===== config.mk =====
export PLATFORM = sky130hd
export DESIGN_NAME = indexed_list_engine
export DESIGN_NICKNAME = d
export VERILOG_FILES = /design/src/hw/rtl/ile_pkg.sv /design/src/hw/rtl/ile_mem.sv /design/src/hw/rtl/ile_ctrl.sv /design/src/hw/rtl/indexed_list_engine.sv
export SDC_FILE = /design/constraint.sdc
export NUM_CORES = 1
export LEC_CHECK = 0
export BUFFER_PORTS_ARGS = -buffer_cell sky130_fd_sc_hd__buf_2
export CAP_MARGIN = 20
export CORE_ASPECT_RATIO = 0.6
export CORE_UTILIZATION = 35
export DETAILED_ROUTE_END_ITERATION = 8
export HOLD_SLACK_MARGIN = 0.03
export MAX_ROUTING_LAYER = met4
export PLACE_DENSITY = 0.58
export SYNTH_ARGS = -nofsm -noshare
export SYNTH_HDL_FRONTEND = slang
export SYNTH_SLANG_ARGS = --single-unit
export TNS_END_PERCENT = 10

===== constraint.sdc =====
create_clock -name clock -period 12.25 [get_ports clock]
set_input_delay 1.8375 -clock clock [delete_from_list [all_inputs] [get_ports clock]]
set_output_delay 1.8375 -clock clock [all_outputs]
set_load 0.05 [all_outputs]

===== src/hw/rtl/ile_pkg.sv =====
`default_nettype none

package ile_pkg;

   localparam int WORD_W  = 32;
   localparam int CMD_W   = 3;
   localparam int POS_W   = 4;
   localparam int STAT_W  = 2;
   localparam int COUNT_W = 5;

   localparam logic [CMD_W-1:0] CMD_APPEND      = 3'd0;
   localparam logic [CMD_W-1:0] CMD_INSERT      = 3'd1;
   localparam logic [CMD_W-1:0] CMD_REMOVE_LAST = 3'd2;
   localparam logic [CMD_W-1:0] CMD_REMOVE_AT   = 3'd3;
   localparam logic [CMD_W-1:0] CMD_READ        = 3'd4;
   localparam logic [CMD_W-1:0] CMD_CLEAR       = 3'd5;

   localparam logic [STAT_W-1:0] STAT_OK    = 2'd0;
   localparam logic [STAT_W-1:0] STAT_RANGE = 2'd1;
   localparam logic [STAT_W-1:0] STAT_EMPTY = 2'd2;
   localparam logic [STAT_W-1:0] STAT_FULL  = 2'd3;

   typedef struct packed {
      logic signed [WORD_W-1:0] word_out;
      logic [STAT_W-1:0]        status;
      logic [COUNT_W-1:0]       count;
   } rsp_type;

endpackage

`default_nettype wire


===== src/hw/rtl/ile_mem.sv =====
`default_nettype none

module ile_mem #(
   parameter int DEPTH = 16,
   parameter int AW    = 4
) (
   input  wire logic                             clock,
   input  wire logic                             wr_en,
   input  wire logic [AW-1:0]                    wr_addr,
   input  wire logic signed [ile_pkg::WORD_W-1:0] wr_data,
   input  wire logic                             rd_en,
   input  wire logic [AW-1:0]                    rd_addr,
   output logic signed [ile_pkg::WORD_W-1:0]      rd_data
);
   import ile_pkg::*;

   logic signed [WORD_W-1:0] entries_ff [DEPTH];
   logic signed [WORD_W-1:0] rd_data_ff;

   always_ff @(posedge clock) begin
      if (wr_en) begin
         entries_ff[wr_addr] <= wr_data;
      end
   end

   always_ff @(posedge clock) begin
      if (rd_en) begin
         rd_data_ff <= entries_ff[rd_addr];
      end
   end

   assign rd_data = rd_data_ff;

endmodule

`default_nettype wire


===== src/hw/rtl/ile_ctrl.sv =====
`default_nettype none

module ile_ctrl #(
   parameter int MAX_ENTRIES = 16,
   parameter int AW          = 4,
   parameter int CW          = 5
) (
   input  wire logic                              clock,
   input  wire logic                              reset,
   input  wire logic                              req_valid,
   output logic                                   req_ready,
   input  wire logic [ile_pkg::CMD_W-1:0]         req_command,
   input  wire logic [ile_pkg::POS_W-1:0]         req_position,
   input  wire logic signed [ile_pkg::WORD_W-1:0] req_word_in,
   output logic                                   mem_wr_en,
   output logic [AW-1:0]                          mem_wr_addr,
   output logic signed [ile_pkg::WORD_W-1:0]      mem_wr_data,
   output logic                                   mem_rd_en,
   output logic [AW-1:0]                          mem_rd_addr,
   input  wire logic signed [ile_pkg::WORD_W-1:0] mem_rd_data,
   output ile_pkg::rsp_type                       done_rsp,
   output logic                                   done_valid,
   input  wire logic                              done_take
);
   import ile_pkg::*;

   localparam int XW = CW + POS_W;
   localparam logic [CW-1:0] FULL_COUNT = CW'(MAX_ENTRIES);

   typedef enum logic [5:0] {
      S_IDLE   = 6'b000001,
      S_GRAB   = 6'b000010,
      S_UP     = 6'b000100,
      S_PLACE  = 6'b001000,
      S_DOWN   = 6'b010000,
      S_FINISH = 6'b100000
   } state_type;

   state_type                state_ff, state_in;
   logic [CW-1:0]            count_ff, count_in;
   logic [AW-1:0]            cursor_ff, cursor_in;
   logic [AW-1:0]            pos_ff, pos_in;
   logic [CMD_W-1:0]         cmd_ff, cmd_in;
   logic signed [WORD_W-1:0] word_ff, word_in;
   logic signed [WORD_W-1:0] result_ff, result_in;
   logic [STAT_W-1:0]        status_ff, status_in;

   logic pos_ok;
   logic is_full;
   logic cursor_below;

   assign req_ready    = (state_ff == S_IDLE);
   assign pos_ok       = XW'(req_position) < XW'(count_ff);
   assign is_full      = (count_ff == FULL_COUNT);
   assign cursor_below = XW'(cursor_ff) < XW'(count_ff);

   always_comb begin
      state_in    = state_ff;
      count_in    = count_ff;
      cursor_in   = cursor_ff;
      pos_in      = pos_ff;
      cmd_in      = cmd_ff;
      word_in     = word_ff;
      result_in   = result_ff;
      status_in   = status_ff;
      mem_wr_en   = 1'b0;
      mem_wr_addr = cursor_ff;
      mem_wr_data = mem_rd_data;
      mem_rd_en   = 1'b0;
      mem_rd_addr = cursor_ff;
      case (state_ff)
         S_IDLE: begin
            if (req_valid) begin
               pos_in    = AW'(req_position);
               cmd_in    = req_command;
               word_in   = req_word_in;
               result_in = '0;
               status_in = STAT_OK;
               state_in  = S_FINISH;
               case (req_command)
                  CMD_APPEND: begin
                     if (is_full) begin
                        status_in = STAT_FULL;
                     end else begin
                        mem_wr_en   = 1'b1;
                        mem_wr_addr = AW'(count_ff);
                        mem_wr_data = req_word_in;
                        count_in    = count_ff + CW'(1);
                     end
                  end
                  CMD_INSERT: begin
                     if (!pos_ok) begin
                        status_in = STAT_RANGE;
                     end else if (is_full) begin
                        status_in = STAT_FULL;
                     end else begin
                        mem_rd_en   = 1'b1;
                        mem_rd_addr = AW'(count_ff - CW'(1));
                        cursor_in   = AW'(count_ff - CW'(1));
                        count_in    = count_ff + CW'(1);
                        state_in    = S_UP;
                     end
                  end
                  CMD_REMOVE_LAST: begin
                     if (count_ff == '0) begin
                        status_in = STAT_EMPTY;
                     end else begin
                        mem_rd_en   = 1'b1;
                        mem_rd_addr = AW'(count_ff - CW'(1));
                        count_in    = count_ff - CW'(1);
                        state_in    = S_GRAB;
                     end
                  end
                  CMD_REMOVE_AT: begin
                     if (!pos_ok) begin
                        status_in = STAT_RANGE;
                     end else begin
                        mem_rd_en   = 1'b1;
                        mem_rd_addr = AW'(req_position);
                        cursor_in   = AW'(req_position);
                        count_in    = count_ff - CW'(1);
                        state_in    = S_GRAB;
                     end
                  end
                  CMD_READ: begin
                     if (!pos_ok) begin
                        status_in = STAT_RANGE;
                     end else begin
                        mem_rd_en   = 1'b1;
                        mem_rd_addr = AW'(req_position);
                        state_in    = S_GRAB;
                     end
                  end
                  CMD_CLEAR: begin
                     count_in = '0;
                  end
                  default: begin
                     state_in = S_FINISH;
                  end
               endcase
            end
         end
         S_GRAB: begin
            result_in = mem_rd_data;
            if (cmd_ff == CMD_REMOVE_AT && cursor_below) begin
               mem_rd_en   = 1'b1;
               mem_rd_addr = cursor_ff + AW'(1);
               cursor_in   = cursor_ff + AW'(1);
               state_in    = S_DOWN;
            end else begin
               state_in = S_FINISH;
            end
         end
         S_DOWN: begin
            mem_wr_en   = 1'b1;
            mem_wr_addr = cursor_ff - AW'(1);
            mem_wr_data = mem_rd_data;
            if (cursor_below) begin
               mem_rd_en   = 1'b1;
               mem_rd_addr = cursor_ff + AW'(1);
               cursor_in   = cursor_ff + AW'(1);
            end else begin
               state_in = S_FINISH;
            end
         end
         S_UP: begin
            mem_wr_en   = 1'b1;
            mem_wr_addr = cursor_ff + AW'(1);
            mem_wr_data = mem_rd_data;
            if (cursor_ff == pos_ff) begin
               state_in = S_PLACE;
            end else begin
               mem_rd_en   = 1'b1;
               mem_rd_addr = cursor_ff - AW'(1);
               cursor_in   = cursor_ff - AW'(1);
            end
         end
         S_PLACE: begin
            mem_wr_en   = 1'b1;
            mem_wr_addr = pos_ff;
            mem_wr_data = word_ff;
            state_in    = S_FINISH;
         end
         S_FINISH: begin
            if (done_take) begin
               state_in = S_IDLE;
            end
         end
         default: begin
            state_in = S_IDLE;
         end
      endcase
   end

   always_ff @(posedge clock) begin
      if (reset) begin
         state_ff <= S_IDLE;
         count_ff <= '0;
      end else begin
         state_ff <= state_in;
         count_ff <= count_in;
      end
   end

   always_ff @(posedge clock) begin
      cursor_ff <= cursor_in;
      pos_ff    <= pos_in;
      cmd_ff    <= cmd_in;
      word_ff   <= word_in;
      result_ff <= result_in;
      status_ff <= status_in;
   end

   assign done_valid        = (state_ff == S_FINISH);
   assign done_rsp.word_out = result_ff;
   assign done_rsp.status   = status_ff;
   assign done_rsp.count    = COUNT_W'(count_ff);

`ifndef NO_ASSERTIONS
   a_count_cap: assert property (@(posedge clock) disable iff (reset)
      count_ff <= FULL_COUNT)
      else $error("entry count above capacity");

   a_accept_leaves_idle: assert property (@(posedge clock) disable iff (reset)
      req_valid && req_ready |=> state_ff != S_IDLE)
      else $error("transaction accepted without leaving idle");

   a_up_cursor: assert property (@(posedge clock) disable iff (reset)
      state_ff == S_UP |-> cursor_ff >= pos_ff)
      else $error("insert shift ran below the target index");

   a_no_collide: assert property (@(posedge clock) disable iff (reset)
      mem_wr_en && mem_rd_en |-> mem_wr_addr != mem_rd_addr)
      else $error("read and write to the same entry in one cycle");
`endif

endmodule

`default_nettype wire


===== src/hw/rtl/indexed_list_engine.sv =====
// Channel | Ports                                             | Direction
// req     | req_valid req_ready req_command req_position     | in
//         | req_word_in                                       |
// rsp     | rsp_valid rsp_ready rsp_word_out rsp_status       | out
//         | rsp_count                                         |
//
// One transaction at a time; the entry store has one read and one write port.
// Append, clear, errors, unused codes go straight to the result; read and remove
// last pass the grab state; insert at p shifts up from p, remove at p shifts down.
// Synchronous reset empties the list; stored words are left as they are.
// A new request is taken while the previous result waits in the output register.
`default_nettype none

module indexed_list_engine #(
   parameter int MAX_ENTRIES = 16
) (
   input  wire logic                              clock,
   input  wire logic                              reset,
   input  wire logic                              req_valid,
   output logic                                   req_ready,
   input  wire logic [ile_pkg::CMD_W-1:0]         req_command,
   input  wire logic [ile_pkg::POS_W-1:0]         req_position,
   input  wire logic signed [ile_pkg::WORD_W-1:0] req_word_in,
   output logic                                   rsp_valid,
   input  wire logic                              rsp_ready,
   output logic signed [ile_pkg::WORD_W-1:0]      rsp_word_out,
   output logic [ile_pkg::STAT_W-1:0]             rsp_status,
   output logic [ile_pkg::COUNT_W-1:0]            rsp_count
);
   import ile_pkg::*;

   localparam int AW = $clog2(MAX_ENTRIES);
   localparam int CW = $clog2(MAX_ENTRIES + 1);

   logic                     mem_wr_en;
   logic [AW-1:0]            mem_wr_addr;
   logic signed [WORD_W-1:0] mem_wr_data;
   logic                     mem_rd_en;
   logic [AW-1:0]            mem_rd_addr;
   logic signed [WORD_W-1:0] mem_rd_data;

   rsp_type done_rsp;
   logic    done_valid;
   logic    done_take;

   rsp_type rsp_ff, rsp_in;
   logic    rsp_valid_ff, rsp_valid_in;

   ile_ctrl #(
      .MAX_ENTRIES (MAX_ENTRIES),
      .AW          (AW),
      .CW          (CW)
   ) u_ctrl (
      .clock        (clock),
      .reset        (reset),
      .req_valid    (req_valid),
      .req_ready    (req_ready),
      .req_command  (req_command),
      .req_position (req_position),
      .req_word_in  (req_word_in),
      .mem_wr_en    (mem_wr_en),
      .mem_wr_addr  (mem_wr_addr),
      .mem_wr_data  (mem_wr_data),
      .mem_rd_en    (mem_rd_en),
      .mem_rd_addr  (mem_rd_addr),
      .mem_rd_data  (mem_rd_data),
      .done_rsp     (done_rsp),
      .done_valid   (done_valid),
      .done_take    (done_take)
   );

   ile_mem #(
      .DEPTH (MAX_ENTRIES),
      .AW    (AW)
   ) u_mem (
      .clock   (clock),
      .wr_en   (mem_wr_en),
      .wr_addr (mem_wr_addr),
      .wr_data (mem_wr_data),
      .rd_en   (mem_rd_en),
      .rd_addr (mem_rd_addr),
      .rd_data (mem_rd_data)
   );

   assign done_take = done_valid && (!rsp_valid_ff || rsp_ready);

   always_comb begin
      rsp_in       = rsp_ff;
      rsp_valid_in = rsp_valid_ff;
      if (done_take) begin
         rsp_in       = done_rsp;
         rsp_valid_in = 1'b1;
      end else if (rsp_ready) begin
         rsp_valid_in = 1'b0;
      end
   end

   always_ff @(posedge clock) begin
      if (reset) begin
         rsp_valid_ff <= 1'b0;
      end else begin
         rsp_valid_ff <= rsp_valid_in;
      end
   end

   always_ff @(posedge clock) begin
      rsp_ff <= rsp_in;
   end

   assign rsp_valid    = rsp_valid_ff;
   assign rsp_word_out = rsp_ff.word_out;
   assign rsp_status   = rsp_ff.status;
   assign rsp_count    = rsp_ff.count;

endmodule

`default_nettype wire


# After elaboration in Yosys (flattened, before gate mapping)
# Memories as Yosys holds them, arrays and structs flattened. A register that Yosys moved wholly into a read port is not among the register bits.
# Index checks and enable logic that the tools add are counted.
# Widths: inputs -> output; s select.
# totals
output_inout_bits,41
latchBits,0
n_memories,1
mem_bits_rw,512
wordCells,119
in_bits,43
regBits,128
rom_bits,0
# memory_table
name,depth,word_bits,rd,rd_ports_with_merged_regs,wr,line,source
u_mem.entries_ff,16,32,1,1,1,ile_mem.sv:17,logic signed [WORD_W-1:0] entries_ff [DEPTH];
# classes
n_shift,0
bitwise_logic,0
addsub,4
n_eq_ne,22
n_mux,61
reduce_logical,17
n_div,0
magnitude_cmp,2
multipliers,0
# ops
operator,n
$mux 32,4
$pmux 32 s2,2
$mux 6,9
$mux 4,12
$pmux 4 s4,3
$pmux 6 s6,1
$pmux 5 s5,1
$mux 5,4
$pmux 6 s3,1
$mux 1,15
$pmux 4 s3,1
$lt 4x5->1,2
$eq 3x2->1 const B,3
$ne 2x1->1 const B,4
$pmux 2 s4,1
$pmux 4 s2,1
$eq 3x3->1 const B,2
$eq 6x1->1 const B,1
$eq 6x2->1 const B,1
$eq 6x3->1 const B,1
$eq 6x4->1 const B,1
$eq 6x5->1 const B,1
$eq 6x6->1 const B,1
$mux 2,3
other kinds (26),31

# Depth between registers and ports, before layout
# logic_depth
ltp_word,7
ltp_mapped,16
ltp_nobuf,11

# Modules after synthesis
# Synthesis repeated with hierarchy kept, for this count alone.
# unflattened
cells_unflattened,1374
hier_area_um2,26386.6
# modules_own_cells
mod,seq_area_each_um2,area_per_inst_um2,cells_each,n_inst
ile_mem,16335.7,20155.6,838,1
ile_ctrl,2532.4,5004.8,492,1
indexed_list_engine,1191.1,1226.2,44,1

# Worst setup path after synthesis
# No wires, ideal clock.
# synth_timing
kind,input port to flip-flop
from,input port req_command[2] (netlist name)
to,"memory u_mem.entries_ff[0][0], enable pin"
setup_ns,0.421
path_stages,8
setup_slack_ns,6.640
arrival_ns,5.189
required_time_ns,11.829
n_path_buf,1
cell_sequence,buf_2 -> or3_1 -> nor3_2 -> nor2_1 -> and2_1 -> a221o_1 -> or3b_1 -> nor2_1
# synth_via
elab_chain_cells,6
elab_cells_between_ends,9
cone_classes,8 x mux; 1 x reduce/logical
# synth_lines
item,line,source
"start, declared",indexed_list_engine.sv:21,"input wire logic [ile_pkg::CMD_W-1:0] req_command,"
$logic_not 3->1 *,ile_ctrl.sv:80,case (req_command)
$mux 1,ile_ctrl.sv:80,
$mux 1,ile_ctrl.sv:73,if (req_valid) begin
$pmux 1 s2,ile_ctrl.sv:71,case (state_ff)
$mux 1,ile_mem.sv:21,if (wr_en) begin
$mux 1 (implied by the code),ile_mem.sv:22,entries_ff[wr_addr] <= wr_data;
"end, declared",ile_mem.sv:17,
# Every way passes the cells marked *; elsewhere a longest branch is shown, timed or not.

# Worst setup path after layout
# layout_timing
from,input port req_valid
to,"register u_mem.rd_data_ff[9], in the netlist u_mem.rd_data[9] (read register of u_mem.entries_ff), data pin"
# layout_via
elab_chain_cells,2
elab_cells_between_ends,4
cone_classes,4 x mux
# layout_lines
item,line,source
"start, declared",indexed_list_engine.sv:19,"input wire logic req_valid,"
$mux 4 or $mux 1 (tied branches),ile_ctrl.sv:73,
$pmux 4 s4 or $pmux 1 s4 (tied branches),ile_ctrl.sv:71,
"end, declared",ile_mem.sv:18,logic signed [WORD_W-1:0] rd_data_ff;
# Parallel ways exist; a longest one is shown, timed or not.
# A chain may end at the register's enable or synchronous reset.

==> metrics.md <==
| Metric | Value |
|---|---|
| PostCTS Resize Cnt | 0 |
| Critical-path cell list | buf_2 > and3b_1 > nand2_1 > inv_2 > buf_4 > o21ai_0 > o221a_2 > nand2_8 > buf_4 > a311oi_1 > a2111o_1 |
| Placed cells | 2931 |
| Top delay family on crit path | buffers and inverters |
| Vias in the first global route | 16500 |
| Layout cell share with drive strength beyond 1 | 12.7% |
| Num ports | 84 |
| Post-Synthesis Cells | 1898 |
| Mean post-synth cell area | 14.4 µm² |
| Critical Path RT | 12.62 ns |
| Crit path max fanout | 166 |
| Hold depth | 0 |
| Nets | 1996 |
| RSZ-0062 raised after global routing | no |
| Clock Pin Slew Worst Setup and Hold Paths | 0.07 ns |
| Htree depth | 2 |
| Worst Hold Path EP | rsp_word_out[28] |
| Count of final setup violators | 0 |
| Leakage power | 10.5 nW |
| Slowest stage cell, crit path | buf_4 |
| Die area | 0.0795 mm² |
| Setup TNS | 0 ns |
| Area grow syn2layout | 13.2% |
| Finished Layout Cells | 3046 |
| Mapped cell area | 0.0274 mm² |
| R2R Setup Slk | 6.27 ns |
| Largest net degree at the start of global routing | 167 |
| Slew @ Worst Pin | 1.16 ns |
| Die Height | 219 µm |
| Most numerous cell in the Yosys netlist | edfxtp_1 |
| Ant diodes | 0 |
| Relative slew margins | 22.8% |
| First-pass GRT wire length | 111 mm |
| Multiplexer share of the synthesized area | 0.0776% |
| Clk_lat worst skew | 0.63 ns |
| Simple-Gate Fraction of Synth Area | 11.1% |
| Largest area contributor in the netlist | edfxtp_1 |
| DR WL/cell | 24.8 µm |
| Dpl cell area | 0.0290 mm² |
| Reg2reg start | u_ctrl.count_ff[0] |
| Compound-Gate Fraction of Synth Area | 12.3% |
| Hold buffer count at cts | 0 |
| Worst hold path type | flop to flop |
| Worst hold start | u_ctrl.result_ff[28] |
| Die width | 363 µm |
| Final Cycle Share | 52.2% |
| #FFs+latches synth | 672 |
| Initial antenna violation count | 0 |
| DP HPWL | 40.0 mm |
| Main combinational cell family by area after synthesis | compound AO/OA/AOI/OAI gates |
| Gr ovfl total | 0 |
| Crit path capture type | flop |
| Initial core utilization | 35.4% |
| Post-CTS setup buffers | 0 |
| Buf/Inv on CP | 4 |
| Root Driver | clkbuf_16 |
| Core area | 0.0775 mm² |
| Via density | 5.65 |
| Via Count | 17200 |
| Gpl congestion | 0.942 |
| Yosys cell types | 82 |
| Finished Cell Area | 0.0310 mm² |
| CTS Sinks | 672 |
| Status | finished, final reports clean |
| Final Hold Viols | 0 |
| Highest clock rate | 156 MHz |
| Top-area cell type share of the netlist area | 72.3% |
| Initial DRC count | 1804 |
| Startpoint types | input port |
| CTS tree | built |
| GRT Total Usage | 19.4% |
| Max-slew violation count | 0 |
| Synth Area in XOR/XNOR | 0.224% |
| Max Cap Viol | 0 |
| Num CTS Buffers | 61 |
| Primary FF master, synth | edfxtp_1 |
| RR Endpoint | u_mem.rd_data[19] |
| Final ANT Viol Nets | 0 |
| Top cells by area, synth | edfxtp_1, nand2_1, and3_1, a211oi_1, a311oi_1 |
| Pre-antenna DRT Iters | 7 |
| Most frequent cells after synthesis | edfxtp_1, nand2_1, and3_1 |
| Top cell by count, worst path | buf_4 |
| I/O Buffers | 83 |
| Crit path largest cell delay | 0.93 ns |
| Post-synthesis adder-cell area fraction | 0.502% |
| Clock skew | 0.0218 ns |
| CTS max path bufs | 3 |
| Cell Pwr Density | 168 mW/mm² |
| Syn. warnings | 0 |
| CP startpoint | req_valid |
| Reg2reg path depth | 14 |
| Seq/Total Area, Yosys | 73.2% |
| Syn Nets | 1952 |
| Critical path type | input port to flop |
| Fin crit period | 6.39 ns |
| # DRC | 0 |
| Final wirelength | 75.6 mm |
| Crit path DAT | 6.76 ns |
| Async SR Flop Fraction | 0% |
| Max VDD drop | 0.124 mV |
| EDFF count, synth | 660 |
| Rows | 79 |
## worst max path at each step
stage	end	depth (start not counted)	slack, ns
floorplan	u_mem.entries_ff[0][0]	8	6.64
global placement	u_mem.rd_data[11]	11	5.44
detailed placement	u_mem.rd_data[18]	11	5.40
CTS	u_mem.rd_data[11]	11	6.06
global route	u_mem.rd_data[12]	11	5.66
finish	u_mem.rd_data[9]	11	5.86
## routing by layer
| metal | share of wire [%] | vias to the layer above | track usage (%) | wire length, µm |
|---|---|---|---|---|
| met5 | 0 | - | - | 0 |
| met4 | 2.0 | 0 | 4.22 | 1530 |
| met3 | 8.9 | 121 | 3.97 | 6740 |
| met2 | 45 | 748 | 28.8 | 33800 |
| met1 | 44 | 8748 | 27.4 | 33500 |
| li1 | - | 7604 | - | - |
## power breakdown
| group | total (mW) | internal [mW] | switching, mW | leakage, nW |
|---|---|---|---|---|
| Clock | 1.94 | 1.10 | 0.843 | 0.977 |
| Sequential | 2.67 | 2.64 | 0.0309 | 6.10 |
| Combinational | 0.607 | 0.164 | 0.444 | 3.42 |
| Total | 5.22 | 3.90 | 1.32 | 10.5 |
## registers in the layout, summed over array words and instances (netlist names), 3 cells and up
name and count:
rsp_count 5, u_ctrl.count_ff 5, u_mem.entries_ff 512, u_ctrl.cursor_ff 4, u_ctrl.state_ff 6, u_ctrl.cmd_ff 3, u_mem.rd_data 32, rsp_word_out 32
u_ctrl.word_ff 32, u_ctrl.result_ff 32, u_ctrl.pos_ff 4
## final cells by class
cell class,instances,area (µm²)
multi-input combinational,1073,6860
timing repair buffer,120,713
inverter,14,52.6
fill,7086,46500
clock buffer,72,1570
clock inverter,42,447
tap,1053,1320
sequential,672,20100
## per-stage QoR
stage / hold slack [ns] / total power, mW / utilization (%) / setup slack, ns
floorplan: 0.400 / 3.12 / - / 6.64
global placement: 0.404 / 3.30 / 37.4 / 5.44
detailed placement: 0.406 / 3.32 / 37.4 / 5.40
CTS: 0.422 / 5.25 / 40.0 / 6.06
global route: 0.426 / 5.40 / 40.0 / 5.66
finish: 0.418 / 5.22 / 40.0 / 5.86
## cells in the final DEF, fill, tap and decap left out, drive strengths merged, types with 3 or more instances in the layout
master   instances
a21boi           3
and2             7
o22ai            3
nor3            12
o211ai           3
or2              6
xor2             4
nor2b            4
o21ai           23
nand2b          13
o22a             3
nor4             4
and3           163
ha              11
a2111o          31
nand3b           5
a211oi         131
dfxtp           12
a221oi           8
buf            120
a31oi           37
or3              4
clkinv          31
xnor2            3
nor2            48
a21oi           12
inv             15
a2111oi          3
a221o            5
o221ai           3
nor3b            3
nand3           13
a311oi          96
bufinv           9
edfxtp         660
clkbuf          72
a22oi           36
nand2          338
## kinds of logic after synthesis
group           count (synthesis)
flops                         672
buf+inv                       153
xor+xnor                        7
fa+ha+maj                      11
mux                             2
compound gates                422
simple gates                  631
Power figures use the tool's default switching activity.
